$ cat config.mk
export PLATFORM = sky130hd
export DESIGN_NAME = mfmd_div_stage
export DESIGN_NICKNAME = d
export VERILOG_FILES = /design/src/sv/mfmd_pkg.sv /design/src/sv/mfmd_div_stage.sv
export SDC_FILE = /design/constraint.sdc
export NUM_CORES = 1
export LEC_CHECK = 0
export BUFFER_PORTS_ARGS = -buffer_cell sky130_fd_sc_hd__buf_2
export CORE_MARGIN = 5
export CORE_UTILIZATION = 45
export DETAILED_ROUTE_END_ITERATION = 16
export GPL_ROUTABILITY_DRIVEN = 0
export GPL_TIMING_DRIVEN = 0
export PLACE_DENSITY = 0.73
export SYNTH_ARGS = -nofsm -noshare
export SYNTH_HDL_FRONTEND = slang
export SYNTH_SLANG_ARGS = --single-unit
$ cat constraint.sdc
create_clock -name clk -period 16.55 [get_ports clk]
set_input_delay 1.655 -clock clk [delete_from_list [all_inputs] [get_ports clk]]
set_output_delay 1.655 -clock clk [all_outputs]
set_load 0.005 [all_outputs]
$ cat src/sv/mfmd_pkg.sv
`default_nettype none
// ---------------------------------------------------------------------------
// mfmd_pkg: shared types, constants and helpers
// Value width, divider pipeline sizing and the divider stage payload.
// ---------------------------------------------------------------------------
package mfmd_pkg;

  localparam int VW         = 32;
  localparam int IO_W       = 32;
  localparam int DEN_W      = 31;
  localparam int DIV_BITS   = 4;
  localparam int DIV_STAGES = (VW + DIV_BITS - 1) / DIV_BITS;
  localparam int PADW       = DIV_STAGES * DIV_BITS;

  typedef logic signed [VW-1:0]   val_t;
  typedef logic signed [2*VW:0]   wide_t;

  typedef struct packed {
    logic            valid;
    logic            neg;
    logic            ov;
    logic [VW-1:0]   pd;
    logic [VW-1:0]   rem;
    logic [PADW-1:0] dvd;
    logic [PADW-1:0] quo;
  } div_t;

  // True when a wide intermediate fits VW signed bits
  function automatic logic fits_wide(input wide_t v);
    logic [2*VW-VW+1:0] top;
    top = v[2*VW:VW-1];
    return (&top) | ~(|top);
  endfunction

  // True when a port word fits VW signed bits
  function automatic logic fits_io(input logic [IO_W-1:0] v);
    logic [IO_W-VW:0] top;
    top = v[IO_W-1:VW-1];
    return (&top) | ~(|top);
  endfunction

  // Force a value that is not positive to one
  function automatic val_t pos_or_one(input val_t v);
    return (v > 0) ? v : val_t'(1);
  endfunction

endpackage
`default_nettype wire

$ cat src/sv/mfmd_div_stage.sv
`default_nettype none
// ---------------------------------------------------------------------------
// mfmd_div_stage: one stage of the restoring divider
// Retires DIV_BITS quotient bits per stage, MSB first.
// ---------------------------------------------------------------------------
module mfmd_div_stage (
  input  wire logic      clk,
  input  wire logic      rst_n,
  input  wire logic      en,
  input  mfmd_pkg::div_t d_i,
  output mfmd_pkg::div_t d_o
);
  import mfmd_pkg::*;

  div_t          d_r, d_nxt;
  logic [VW:0]   t;
  logic [VW-1:0] r;
  logic [PADW-1:0] d, q;
  logic          qb;

  // Shift, compare and subtract for each bit
  always_comb begin
    r = d_i.rem;
    d = d_i.dvd;
    q = d_i.quo;
    t = '0;
    qb = 1'b0;
    for (int i = 0; i < DIV_BITS; i++) begin
      t  = {r, d[PADW-1]};
      d  = {d[PADW-2:0], 1'b0};
      qb = (t >= {1'b0, d_i.pd});
      if (qb) begin
        t = t - {1'b0, d_i.pd};
      end
      r = t[VW-1:0];
      q = {q[PADW-2:0], qb};
    end
    d_nxt     = d_i;
    d_nxt.rem = r;
    d_nxt.dvd = d;
    d_nxt.quo = q;
  end

  always_ff @(posedge clk) begin
    if (!rst_n) begin
      d_r.valid <= 1'b0;
    end else if (en) begin
      d_r.valid <= d_i.valid;
    end
  end

  always_ff @(posedge clk) begin
    if (en) begin
      d_r.neg <= d_nxt.neg;
      d_r.ov  <= d_nxt.ov;
      d_r.pd  <= d_nxt.pd;
      d_r.rem <= d_nxt.rem;
      d_r.dvd <= d_nxt.dvd;
      d_r.quo <= d_nxt.quo;
    end
  end

  assign d_o = d_r;

endmodule
`default_nettype wire

# Word level (Yosys, flattened, before mapping)
# Cells that the tools add are included.
dict set report word_totals {
  ff_bits 127
  inputBits 134
  output_inout_bits 131
  wordCells 19
}
dict set report op_classes {
  add_sub_neg 4
  magnitude_cmp 4
  muxes 4
}
# operator count
set ops {}
lappend ops {{33-bit by 32-bit greater-or-equal comparator with 1-bit output} 4}
lappend ops {{32-bit two-way mux} 4}
lappend ops {{32-bit subtractor} 4}

# Longest topological paths before layout
# Gate-level depths: netlist of run 1.
dict set report depth {
  depth_word 8
  ltp_mapped 52
  depth_no_buf 47
}

# Worst setup path after synthesis of run 1
# Ideal clock, no wire load.
dict set report synth_path {
  path_kind {in2reg}
  startpoint {in d_i[112] (netlist bit)}
  endpoint {reg d_r (netlist bit d_o[89]), data pin}
  setup_ns 0.260
  t_arrival_ns 11.827
  required_time_ns 16.290
  path_slack_ns 4.463
  cell_stages 50
  n_path_buf 7
  cell_sequence {inv_1 -> ha_1 -> clkbuf_1 -> nand4_1 -> nor3_1 -> and4_1 -> a21oi_1 -> and2_1 -> a32o_1 -> inv_2 -> buf_1 -> nand2_1 -> nand2_1 -> ha_1 -> a21oi_1 -> o2111ai_1 -> a311o_1 -> a2111oi_4 -> (+14 left out) -> a311oi_4 -> inv_2 -> buf_6 -> mux2_2 -> ha_1 -> clkbuf_1 -> a211oi_1 -> o21a_1 -> o31ai_1 -> a21o_1 -> nor2_1 -> o31ai_1 -> nor3_1 -> o21ai_0 -> a211oi_1 -> mux2i_1 -> buf_2 -> mux2_2}
}
# item line_no
set synth_rtl {}
lappend synth_rtl {{start: declaration} mfmd_div_stage.sv:10} ;# input mfmd_pkg::div_t d_i,
lappend synth_rtl {{end: declaration} mfmd_div_stage.sv:15} ;# div_t d_r, d_nxt;

==> results of run 1 <==
## area by class of cell
class / instances / area (um2)
Sequential cell: 127 / 3804
Timing Repair Buffer: 257 / 1315
Inverter: 68 / 255.2
Buffer: 36 / 176.4
Multi-Input combinational cell: 1058 / 7894
Fill cell: 2454 / 12290
Clock buffer: 17 / 425.4
Clock inverter: 15 / 142.6
Tap cell: 341 / 426.7
## routing by layer
layer  global-route usage, %  vias to the layer above  share of wire [%]
met3                   4.524                       54                7.1
met5                       0                        -                  0
met1                   29.38                     5180                 44
met4                   6.862                        0                2.5
li1                        -                     5414                  -
met2                   37.39                      444                 47
## tightest hold or removal path, delay by kind of cell, from the launching register on
kind / cells / cell delay (ns)
simple gates: 1 / 0.06
mux: 1 / 0.12
flops: 1 / 0.31
## layout by cell type, fill, tap and decap left out, types with 23 or more instances in the layout
cell type / instances
buf_2: 258
ha_1: 128
edfxtp_1: 126
a21oi_1: 107
nand2_1: 89
o21ai_0: 89
nor2_1: 82
mux2_2: 77
inv_1: 66
xnor2_1: 65
a21o_1: 54
xor2_1: 36
nand3_1: 25
clkbuf_1: 23
nor3_1: 23
## cell families after synthesis
kind of cell | share of synthesized area [%]
compound gates | 21.22
simple gates | 13.20
fa+ha+maj | 13.88
flops | 31.39
buf+inv | 3.562
xor+xnor | 7.300
mux | 9.427
other cells | 0.03095
## metrics by stage
stage	hold slack [ns]	setup WS [ns]	util [%]
after detailed placement	0.5209	0.6188	51.90
after CTS	0.5321	1.070	54.03
after global placement	0.4938	0.6538	51.77
after floorplan	0.5073	4.463	-
final	0.5273	0.9170	54.03
after global routing	0.6280	0.07664	54.03
## worst paths after layout
path	start	endpoint	slack, ns
setup reg to reg	d_o[130]	d_o[130]	15.96
hold reg to reg	d_o[130]	d_o[130]	0.53
setup / recovery	d_i[120]	d_o[94]	0.92
hold / removal	d_o[130]	d_o[130]	0.53
## power breakdown
part           internal, W  switching, W
Combinational      0.00117       0.00132
Sequential        0.000512     0.0000133
Clock             0.000200      0.000170
==> results by group, run 1 <==
Run status
  • Status: finished clean

Timing
  • Setup Skew: 0 ns
  • Period Utilization, post-route: 94.46%
  • Worst-margin pin slew: 0.8848 ns
  • Final Critical Period: 15.63 ns
  • Slew Viols, Final: 0
  • Final Hold Vio Count: 0
  • Relative slew slack: 39.33%
  • Fmax: 63.97 MHz
  • RSZ-0062 raised after global routing: no
  • Total negative slack: 0 ns
  • Final setup violation count: 0

Setup path
  • Worst Reg2Reg Path Length in Cells: 2
  • CP Class: input port to register
  • CP peak stage delay: 0.73 ns
  • CP max stage cell: mux2i_1
  • WP data required: 16.72 ns
  • Worst setup EP type: register
  • CP Data Arrival Time: 15.80 ns
  • Worst Path Max Fanout: 10
  • Worst path depth: 49
  • Worst Path Buf+Inv: 10
  • CP delay by family, top: compound AO/OA/AOI/OAI gates
  • Worst setup SP type: input port
  • CP dominant cell by count: o21ai_0

Clock tree
  • Clk_lat worst skew: 0.42 ns
  • Post-cts resize count: 0
  • CTS Buffer Depth: 2
  • Post-CTS Setup Inserts: 0
  • CTS tree: done
  • CTS Buf Count: 17
  • Root buf cell: clkbuf_16
  • Clock slew at reported path FFs: 0.07 ns
  • H-Tree Depth: 4
  • Hold buffers post-CTS: 0
  • CTS Sinks: 127

Floorplanning
  • Initial Util: 45.34%
  • Die width: 174.1 um
  • Core Rows: 60
  • Num ports: 265
  • Die footprint: 30,310 um2
  • Die height: 174.1 um
  • Area of the core: 26,730 um2

Placed design
  • I/O Buffers: 256
  • HPWL Detailed: 28.97 mm
  • Placed Area: 13,870 um2
  • Placed cells: 1,887

Synth
  • Largest area contributor in the netlist: edfxtp_1
  • Main area contributors after synthesis: edfxtp_1 (31%), ha_1 (13%), mux2_2 (7.2%)
  • Post-synth top area share: 31.22%
  • Dominant cell by count in the synthesized netlist: ha_1
  • Most frequent cells after synthesis: ha_1 (128), edfxtp_1 (126), a21oi_1 (107)
  • Post-synth ARST share: 0%
  • Yosys reg bits: 127
  • Post-Syn Area: 12,120 um2
  • Synth Area per Inst: 9.423 um2
  • EDFF count, synth: 126
  • Post-Synthesis Cells: 1,286
  • Synth cell types: 75
  • Synth Flop Type: edfxtp_1
  • Synth Warn #: 0
  • Sequential share of the synthesized area: 31.39%

Worst hold path
  • Worst hold path type: register to register
  • Worst hold stages: 2

Layout
  • Antenna Cells: 0
  • Nets: 1,831
  • Largest register FFs: 127
  • Final std cells w/o fill: 1,919
  • Share of post-route cells with drive strength above 1: 25.79%
  • Post-route cell area: 14,440 um2
  • Area Growth Syn to Fin: 19.15%

Power
  • Static leakage: 6.439 nW
  • Design Power: 0.003385 W
  • Worst-case vdd ir drop: 0.09832 mV
  • Power per cell area: 234.4 nW/um2

GRT
  • Largest net degree at the start of global routing: 71
  • GRT Util Overall: 22.39%
  • Vias in the first global route: 10,600
  • First-pass GRT wire length: 55.18 mm
  • Initial antenna violation count: 0
  • Gr ovfl total: 0

Route
  • Drt wl/cell: 18.55 um
  • Post-DR vias/cell: 5.780
  • Antenna Nets Post-Route: 0
  • Via count: 11,090
  • Drt pass-1 iters: 5
  • Drt total wl: 35.60 mm
  • DRC: 0
  • DR iter-0 viols: 977

Flow run
  • Total of max-cap violations: 0
Power figures use the tool's default switching activity.
==> run 2: changes to the inputs <==
--- a/config.mk
+++ b/config.mk
@@ -5,7 +5,7 @@
 export SDC_FILE = /design/constraint.sdc
 export NUM_CORES = 1
 export LEC_CHECK = 0
-export BUFFER_PORTS_ARGS = -buffer_cell sky130_fd_sc_hd__buf_2
+export BUFFER_PORTS_ARGS = -buffer_cell sky130_fd_sc_hd__buf_4
 export CORE_MARGIN = 5
 export CORE_UTILIZATION = 45
 export DETAILED_ROUTE_END_ITERATION = 16
==> run 2 against run 1 <==
Cell count stayed put. Clock skew unchanged. Worst setup slack got worse by 0.25 ns. Critical path depth stayed put. Wire length rose by 1.1%. Non-clock buffer count unchanged. Power increased by 1.1%. Design area grew 4.4%. Global-route usage rose by 0.53 points. Sequential power up 0.8%.
==> results by group, run 2 (same netlist as run 1, synthesis figures left out) <==
Setup path
  • Worst Path Buf+Inv: 10 (unchanged)
  • CP delay by family, top: compound AO/OA/AOI/OAI gates
  • Worst setup EP type: register
  • CP Data Arrival Time: 16.05 ns (+0.25 ns)
  • Worst Path Max Fanout: 10 (unchanged)
  • CP max stage cell: mux2i_1
  • CP Class: input port to register
  • WP data required: 16.72 ns (about the same)
  • RR Endpoint: d_o[130]
  • Worst reg-to-reg setup slack: 15.97 ns (about the same)
  • Worst Reg2Reg Path Length in Cells: 2 (unchanged)
  • Worst setup SP type: input port
  • CP peak stage delay: 0.80 ns (+0.07 ns)
  • CP dominant cell by count: o21ai_0
  • Reg-to-Reg Start: d_o[130]

Clock tree
  • Post-cts resize count: 0 (unchanged)
  • Clk_lat worst skew: 0.42 ns (about the same)
  • CTS tree: done
  • H-Tree Depth: 4 (unchanged)
  • Post-CTS Setup Inserts: 0 (unchanged)
  • Clock slew at reported path FFs: 0.07 ns (about the same)
  • CTS Buf Count: 17 (unchanged)
  • Root buf cell: clkbuf_16
  • Hold buffers post-CTS: 0 (unchanged)
  • CTS Buffer Depth: 2 (unchanged)
  • CTS Sinks: 127 (unchanged)

Power
  • Switching share of power: 43.71% (-0.60 points)
  • Static leakage: 6.666 nW (+3.5%)
  • Int Power: 0.001925 W (+2.1%)
  • Sequential share of power: 15.5% (about the same)
  • Power per cell area: 226.8 nW/um2 (-3.2%)
  • P_sw: 0.001495 W (-0.32%)
  • Clock power frac: 10.8% (about the same)
  • Worst-case vdd ir drop: 0.09248 mV (-5.9%)
  • Design Power: 0.003421 W (+1.1%)
  • Logic pwr share: 73.8% (+0.2 points)

GRT
  • GRT Util Overall: 22.92% (+0.53 points)
  • Vias in the first global route: 10,710 (+1.1%)
  • Initial antenna violation count: 0 (unchanged)
  • Largest net degree at the start of global routing: 65 (-8.5%)
  • Gr ovfl total: 0 (unchanged)
  • First-pass GRT wire length: 56.50 mm (+2.4%)

Floorplanning
  • Initial Util: 45.34% (unchanged)
  • Area of the core: 26,730 um2 (unchanged)
  • Num ports: 265 (unchanged)
  • Die height: 174.1 um (unchanged)
  • Die width: 174.1 um (unchanged)
  • Die footprint: 30,310 um2 (unchanged)
  • Core Rows: 60 (unchanged)

Route
  • Drt wl/cell: 18.75 um (+1.1%)
  • DRC: 0 (unchanged)
  • Via count: 11,150 (+0.52%)
  • Antenna Nets Post-Route: 0 (unchanged)
  • DR iter-0 viols: 1,037 (+6.1%)
  • Drt pass-1 iters: 5 (unchanged)
  • Drt total wl: 35.97 mm (+1.1%)
  • Post-DR vias/cell: 5.810 (+0.52%)

Timing
  • Relative slew slack: 32.95% (-6.4 points)
  • Fmax: 62.96 MHz (-1.6%)
  • Total negative slack: 0 ns (unchanged)
  • Slew Viols, Final: 0 (unchanged)
  • Period Utilization, post-route: 95.97% (+1.5 points)
  • Final Hold Vio Count: 0 (unchanged)
  • RSZ-0062 raised after global routing: no
  • Worst setup margin: 0.6675 ns (-0.2496 ns)
  • Final setup violation count: 0 (unchanged)
  • Worst-margin pin slew: 0.9778 ns (+0.09299 ns)
  • Setup Skew: 0 ns (unchanged)
  • Final Critical Period: 15.88 ns (+0.2496 ns)

Layout
  • Most frequent cells in the layout: buf_4 (259), ha_1 (128), edfxtp_1 (126)
  • Post-route cell area: 15,080 um2 (+4.4%)
  • Antenna Cells: 0 (unchanged)
  • Commonest non-fill, non-tap cell in the layout: buf_4
  • Register area: 3804 um2 (unchanged)
  • Layout filler cell count: 2,383 (-2.9%)
  • Area of the multi-input gates: 7894 um2 (unchanged)
  • Share of post-route cells with drive strength above 1: 25.79% (unchanged)
  • Largest register FFs: 127 (unchanged)
  • Area Growth Syn to Fin: 24.45%
  • Nets: 1,831 (unchanged)

Placed design
  • Placed Area: 14,510 um2 (+4.6%)
  • HPWL Detailed: 29.23 mm (+0.90%)
  • I/O Buffers: 256 (unchanged)
  • Worst slack, placed: 0.5520 ns (-0.06682 ns)

Worst hold path
  • Worst hold stages: 2 (unchanged)
  • HP Start: d_o[130]
  • Hold path endpoint: d_o[130]
  • Worst hold path type: register to register

Flow run
  • Total of max-cap violations: 0 (unchanged)

Run status
  • Status: finished clean
[run 2: cell count changes in the layout (fill, tap and decap cells not counted), sizes merged]
cell / delta
clkinvlp: -1
clkinv: +1
[run 2: cell type report]
type / instances / area share (%)
Multi-Input combinational cell: 1058 / 52.34
Sequential cell: 127 / 25.22
Tap cell: 341 / 2.829
Clock buffer: 17 / 2.821
Clock inverter: 15 / 0.9707
Buffer: 36 / 1.170
Timing Repair Buffer: 257 / 12.95
Inverter: 68 / 1.693
[run 2: worst max-delay path by stage]
stage	from	slack, ns	to	cells past startpoint
2_1_floorplan	d_i[112]	4.46	d_o[89]	50
3_3_place_gp	d_i[120]	0.71	d_o[94]	49
3_5_place_dp	d_i[120]	0.55	d_o[94]	49
4_1_cts	d_i[120]	0.96	d_o[94]	49
5_1_grt	d_i[112]	0.19	d_o[94]	51
6_report	d_i[120]	0.67	d_o[94]	49
[run 2: metal layers]
layer | GRT usage (%) | wire (um) | vias to the layer above
li1 | - | - | 5416
met1 | 30.61 | 15870 | 5247
met2 | 38.42 | 16810 | 432
met3 | 3.676 | 2356 | 55
met4 | 6.895 | 933 | 0
met5 | 0 | 0 | -
[run 2: metrics by stage]
| step | instances | hold slack [ns] | util, % |
|---|---|---|---|
| 2_1_floorplan | 1289 | 0.5073 | - |
| 3_3_place_gp | 1886 | 0.5032 | 54.17 |
| 3_5_place_dp | 1887 | 0.5127 | 54.29 |
| 4_1_cts | 1919 | 0.5265 | 56.43 |
| 5_1_grt | 1919 | 0.5463 | 56.43 |
| 6_report | 1919 | 0.5235 | 56.43 |
[run 2: tightest hold or removal path, stage by stage, from the launching register on]
cell and delay (ns):
dfxtp_1 0.33, mux2i_1 0.07, nor2b_1 0.09
[run 2: power groups by stage]
stage / sequential [W] / combinational (W) / clock [W]
detailed placement: 0.000537 / 0.00247 / 0
floorplan: 0.000545 / 0.00190 / 0
global route: 0.000535 / 0.00276 / 0.000393
CTS: 0.000530 / 0.00250 / 0.000383
finish: 0.000529 / 0.00252 / 0.000369
global placement: 0.000535 / 0.00243 / 0
==> run 3: changes to the inputs <==
--- a/config.mk
+++ b/config.mk
@@ -9,9 +9,9 @@
 export CORE_MARGIN = 5
 export CORE_UTILIZATION = 45
 export DETAILED_ROUTE_END_ITERATION = 16
-export GPL_ROUTABILITY_DRIVEN = 0
+export GPL_ROUTABILITY_DRIVEN = 1
 export GPL_TIMING_DRIVEN = 0
-export PLACE_DENSITY = 0.73
+export PLACE_DENSITY = 0.68
 export SYNTH_ARGS = -nofsm -noshare
 export SYNTH_HDL_FRONTEND = slang
 export SYNTH_SLANG_ARGS = --single-unit
==> run 3 against run 2 <==
Via count shrank 1.3%. Register-to-register slack lost 0.03 ns. Non-clock buffer count stayed put. Core utilization grew 0.24 points. Combinational power is essentially flat. Power is 1.4% higher. Die area unchanged. Maximum frequency increased by 2.2%. Wire length rose by 1.6%. Clock-buffer cell count increased by 1. Clock power increased by 12%.
==> results by group, run 3 (same netlist as run 1, synthesis figures left out) <==
Run status
  • Status: finished clean

Setup path
  • Crit path capture: d_o[94]
  • Worst setup EP type: register
  • CP dominant cell by count: o21ai_0
  • CP Class: input port to register
  • RR Endpoint: d_o[130]
  • Worst Path Max Fanout: 10 (unchanged)
  • CP max stage cell: o31ai_1
  • Worst Reg2Reg Path Length in Cells: 2 (unchanged)
  • Worst reg-to-reg setup slack: 15.94 ns (-0.03 ns)
  • CP delay by family, top: compound AO/OA/AOI/OAI gates
  • Worst path depth: 49 (unchanged)
  • Worst Path Buf+Inv: 10 (unchanged)
  • WP data required: 16.71 ns (about the same)
  • CP peak stage delay: 0.64 ns (-0.16 ns)
  • Reg-to-Reg Start: d_o[130]
  • CP Data Arrival Time: 15.70 ns (-0.35 ns)
  • Crit path from: d_i[120]
  • Worst setup SP type: input port

Timing
  • Slew Viols, Final: 0 (unchanged)
  • Final Hold Vio Count: 0 (unchanged)
  • RSZ-0062 raised after global routing: no
  • Final setup violation count: 0 (unchanged)
  • Hold slack: 0.5424 ns (+0.01893 ns)
  • Period Utilization, post-route: 93.87% (-2.1 points)
  • Total negative slack: 0 ns (unchanged)
  • Final Critical Period: 15.54 ns (-0.3468 ns)
  • Worst-margin pin slew: 0.7353 ns (-0.2425 ns)
  • Setup Skew: 0 ns (unchanged)
  • Fmax: 64.37 MHz (+2.2%)
  • Relative slew slack: 50.98% (+18 points)

Route
  • Drt wl/cell: 19.05 um (+1.6%)
  • DR iter-0 viols: 751 (-28%)
  • Post-DR vias/cell: 5.735 (-1.3%)
  • Drt pass-1 iters: 6 (+1)
  • DRC: 0 (unchanged)
  • Antenna Nets Post-Route: 0 (unchanged)
  • Via count: 11,010 (-1.3%)
  • Drt total wl: 36.56 mm (+1.6%)

Worst hold path
  • Worst hold stages: 2 (unchanged)
  • Worst hold path type: register to register

Clock tree
  • Clk_lat worst skew: 0.42 ns (about the same)
  • Clock slew at reported path FFs: 0.06 ns (about the same)
  • Root buf cell: clkbuf_16
  • Hold buffers post-CTS: 0 (unchanged)
  • CTS Sinks: 127 (unchanged)
  • Post-cts resize count: 0 (unchanged)
  • H-Tree Depth: 4 (unchanged)
  • Post-CTS Setup Inserts: 0 (unchanged)
  • CTS Buf Count: 17 (unchanged)
  • CTS Buffer Depth: 2 (unchanged)
  • CTS tree: done

GRT
  • Vias in the first global route: 10,540 (-1.6%)
  • First-pass GRT wire length: 56.45 mm (about the same)
  • Gr ovfl total: 0 (unchanged)
  • GRT Util Overall: 23.18% (+0.26 points)
  • Initial antenna violation count: 0 (unchanged)
  • Largest net degree at the start of global routing: 87 (+34%)

Placed design
  • I/O Buffers: 256 (unchanged)
  • GP Congestion: 0.9398
  • HPWL Detailed: 29.69 mm (+1.6%)

Floorplanning
  • Area of the core: 26,730 um2 (unchanged)
  • Core Rows: 60 (unchanged)
  • Die height: 174.1 um (unchanged)
  • Num ports: 265 (unchanged)
  • Initial Util: 45.34% (unchanged)
  • Die footprint: 30,310 um2 (unchanged)
  • Die width: 174.1 um (unchanged)

Power
  • Power per cell area: 229.0 nW/um2 (+0.96%)
  • Worst-case vdd ir drop: 0.09378 mV (+1.4%)
  • Design Power: 0.003468 W (+1.4%)
  • Static leakage: 6.691 nW (+0.37%)

Layout
  • Nets: 1,831 (unchanged)
  • Register area: 3804 um2 (unchanged)
  • Largest register FFs: 127 (unchanged)
  • Area of the multi-input gates: 7898 um2 (about the same)
  • Layout filler cell count: 2,488 (+4.4%)
  • Commonest non-fill, non-tap cell in the layout: buf_4
  • Share of post-route cells with drive strength above 1: 25.79% (unchanged)
  • Area Growth Syn to Fin: 24.98%
  • Most frequent cells in the layout: buf_4 (259), ha_1 (128), edfxtp_1 (126)
  • Antenna Cells: 0 (unchanged)

Flow run
  • Total of max-cap violations: 0 (unchanged)
-- run 3: where the power goes --
part / total (W) / leakage [nW] / switching (W) / internal, W
combinational: 0.00253 / 5.14 / 0.00131 / 0.00121
sequential: 0.000530 / 1.24 / 0.0000175 / 0.000513
clock: 0.000413 / 0.307 / 0.000157 / 0.000256
-- run 3: worst min path at each step --
stage,from,to,slack (ns)
6_report,d_o[130],d_o[130],0.54
5_1_grt,d_o[130],d_o[130],0.58
4_1_cts,d_o[130],d_o[130],0.54
3_5_place_dp,d_o[130],d_o[130],0.53
3_3_place_gp,d_o[130],d_o[130],0.50
2_1_floorplan,d_o[130],d_o[130],0.51
-- run 3: worst reg2reg max path, delay by kind of cell (launching register included) --
family / cells / cell delay (ns)
mux: 1 / 0.14
flops: 1 / 0.31
simple gates: 1 / 0.06
-- run 3: final cells by class --
class / count / area share [%]
plain buffers: 36 / 1.165
clock buffers: 18 / 2.834
clock inverters: 14 / 1.338
inverters: 68 / 1.685
multi-input cells: 1058 / 52.15
flip-flops and latches: 127 / 25.12
well taps: 341 / 2.817
repair buffers: 257 / 12.90
-- run 3: metrics by stage --
step	cells	setup slack, ns	cell area, um2	utilization (%)
final	1919	1.014	15140	56.67
after global routing	1919	0.1609	15140	56.67
after CTS	1919	0.9853	15140	56.65
after detailed placement	1887	0.5708	14510	54.29
after global placement	1886	0.6170	14480	54.17
after floorplan	1289	4.463	12130	-
-- run 3: layer usage --
metal,wire length (um),track usage (%),share of wire [%],vias to the layer above
met1,16200,30.63,44,5156
met2,17060,38.92,47,397
met3,2442,4.197,6.7,49
li1,-,-,-,5403
met5,0,0,0,-
met4,858,6.895,2.3,0
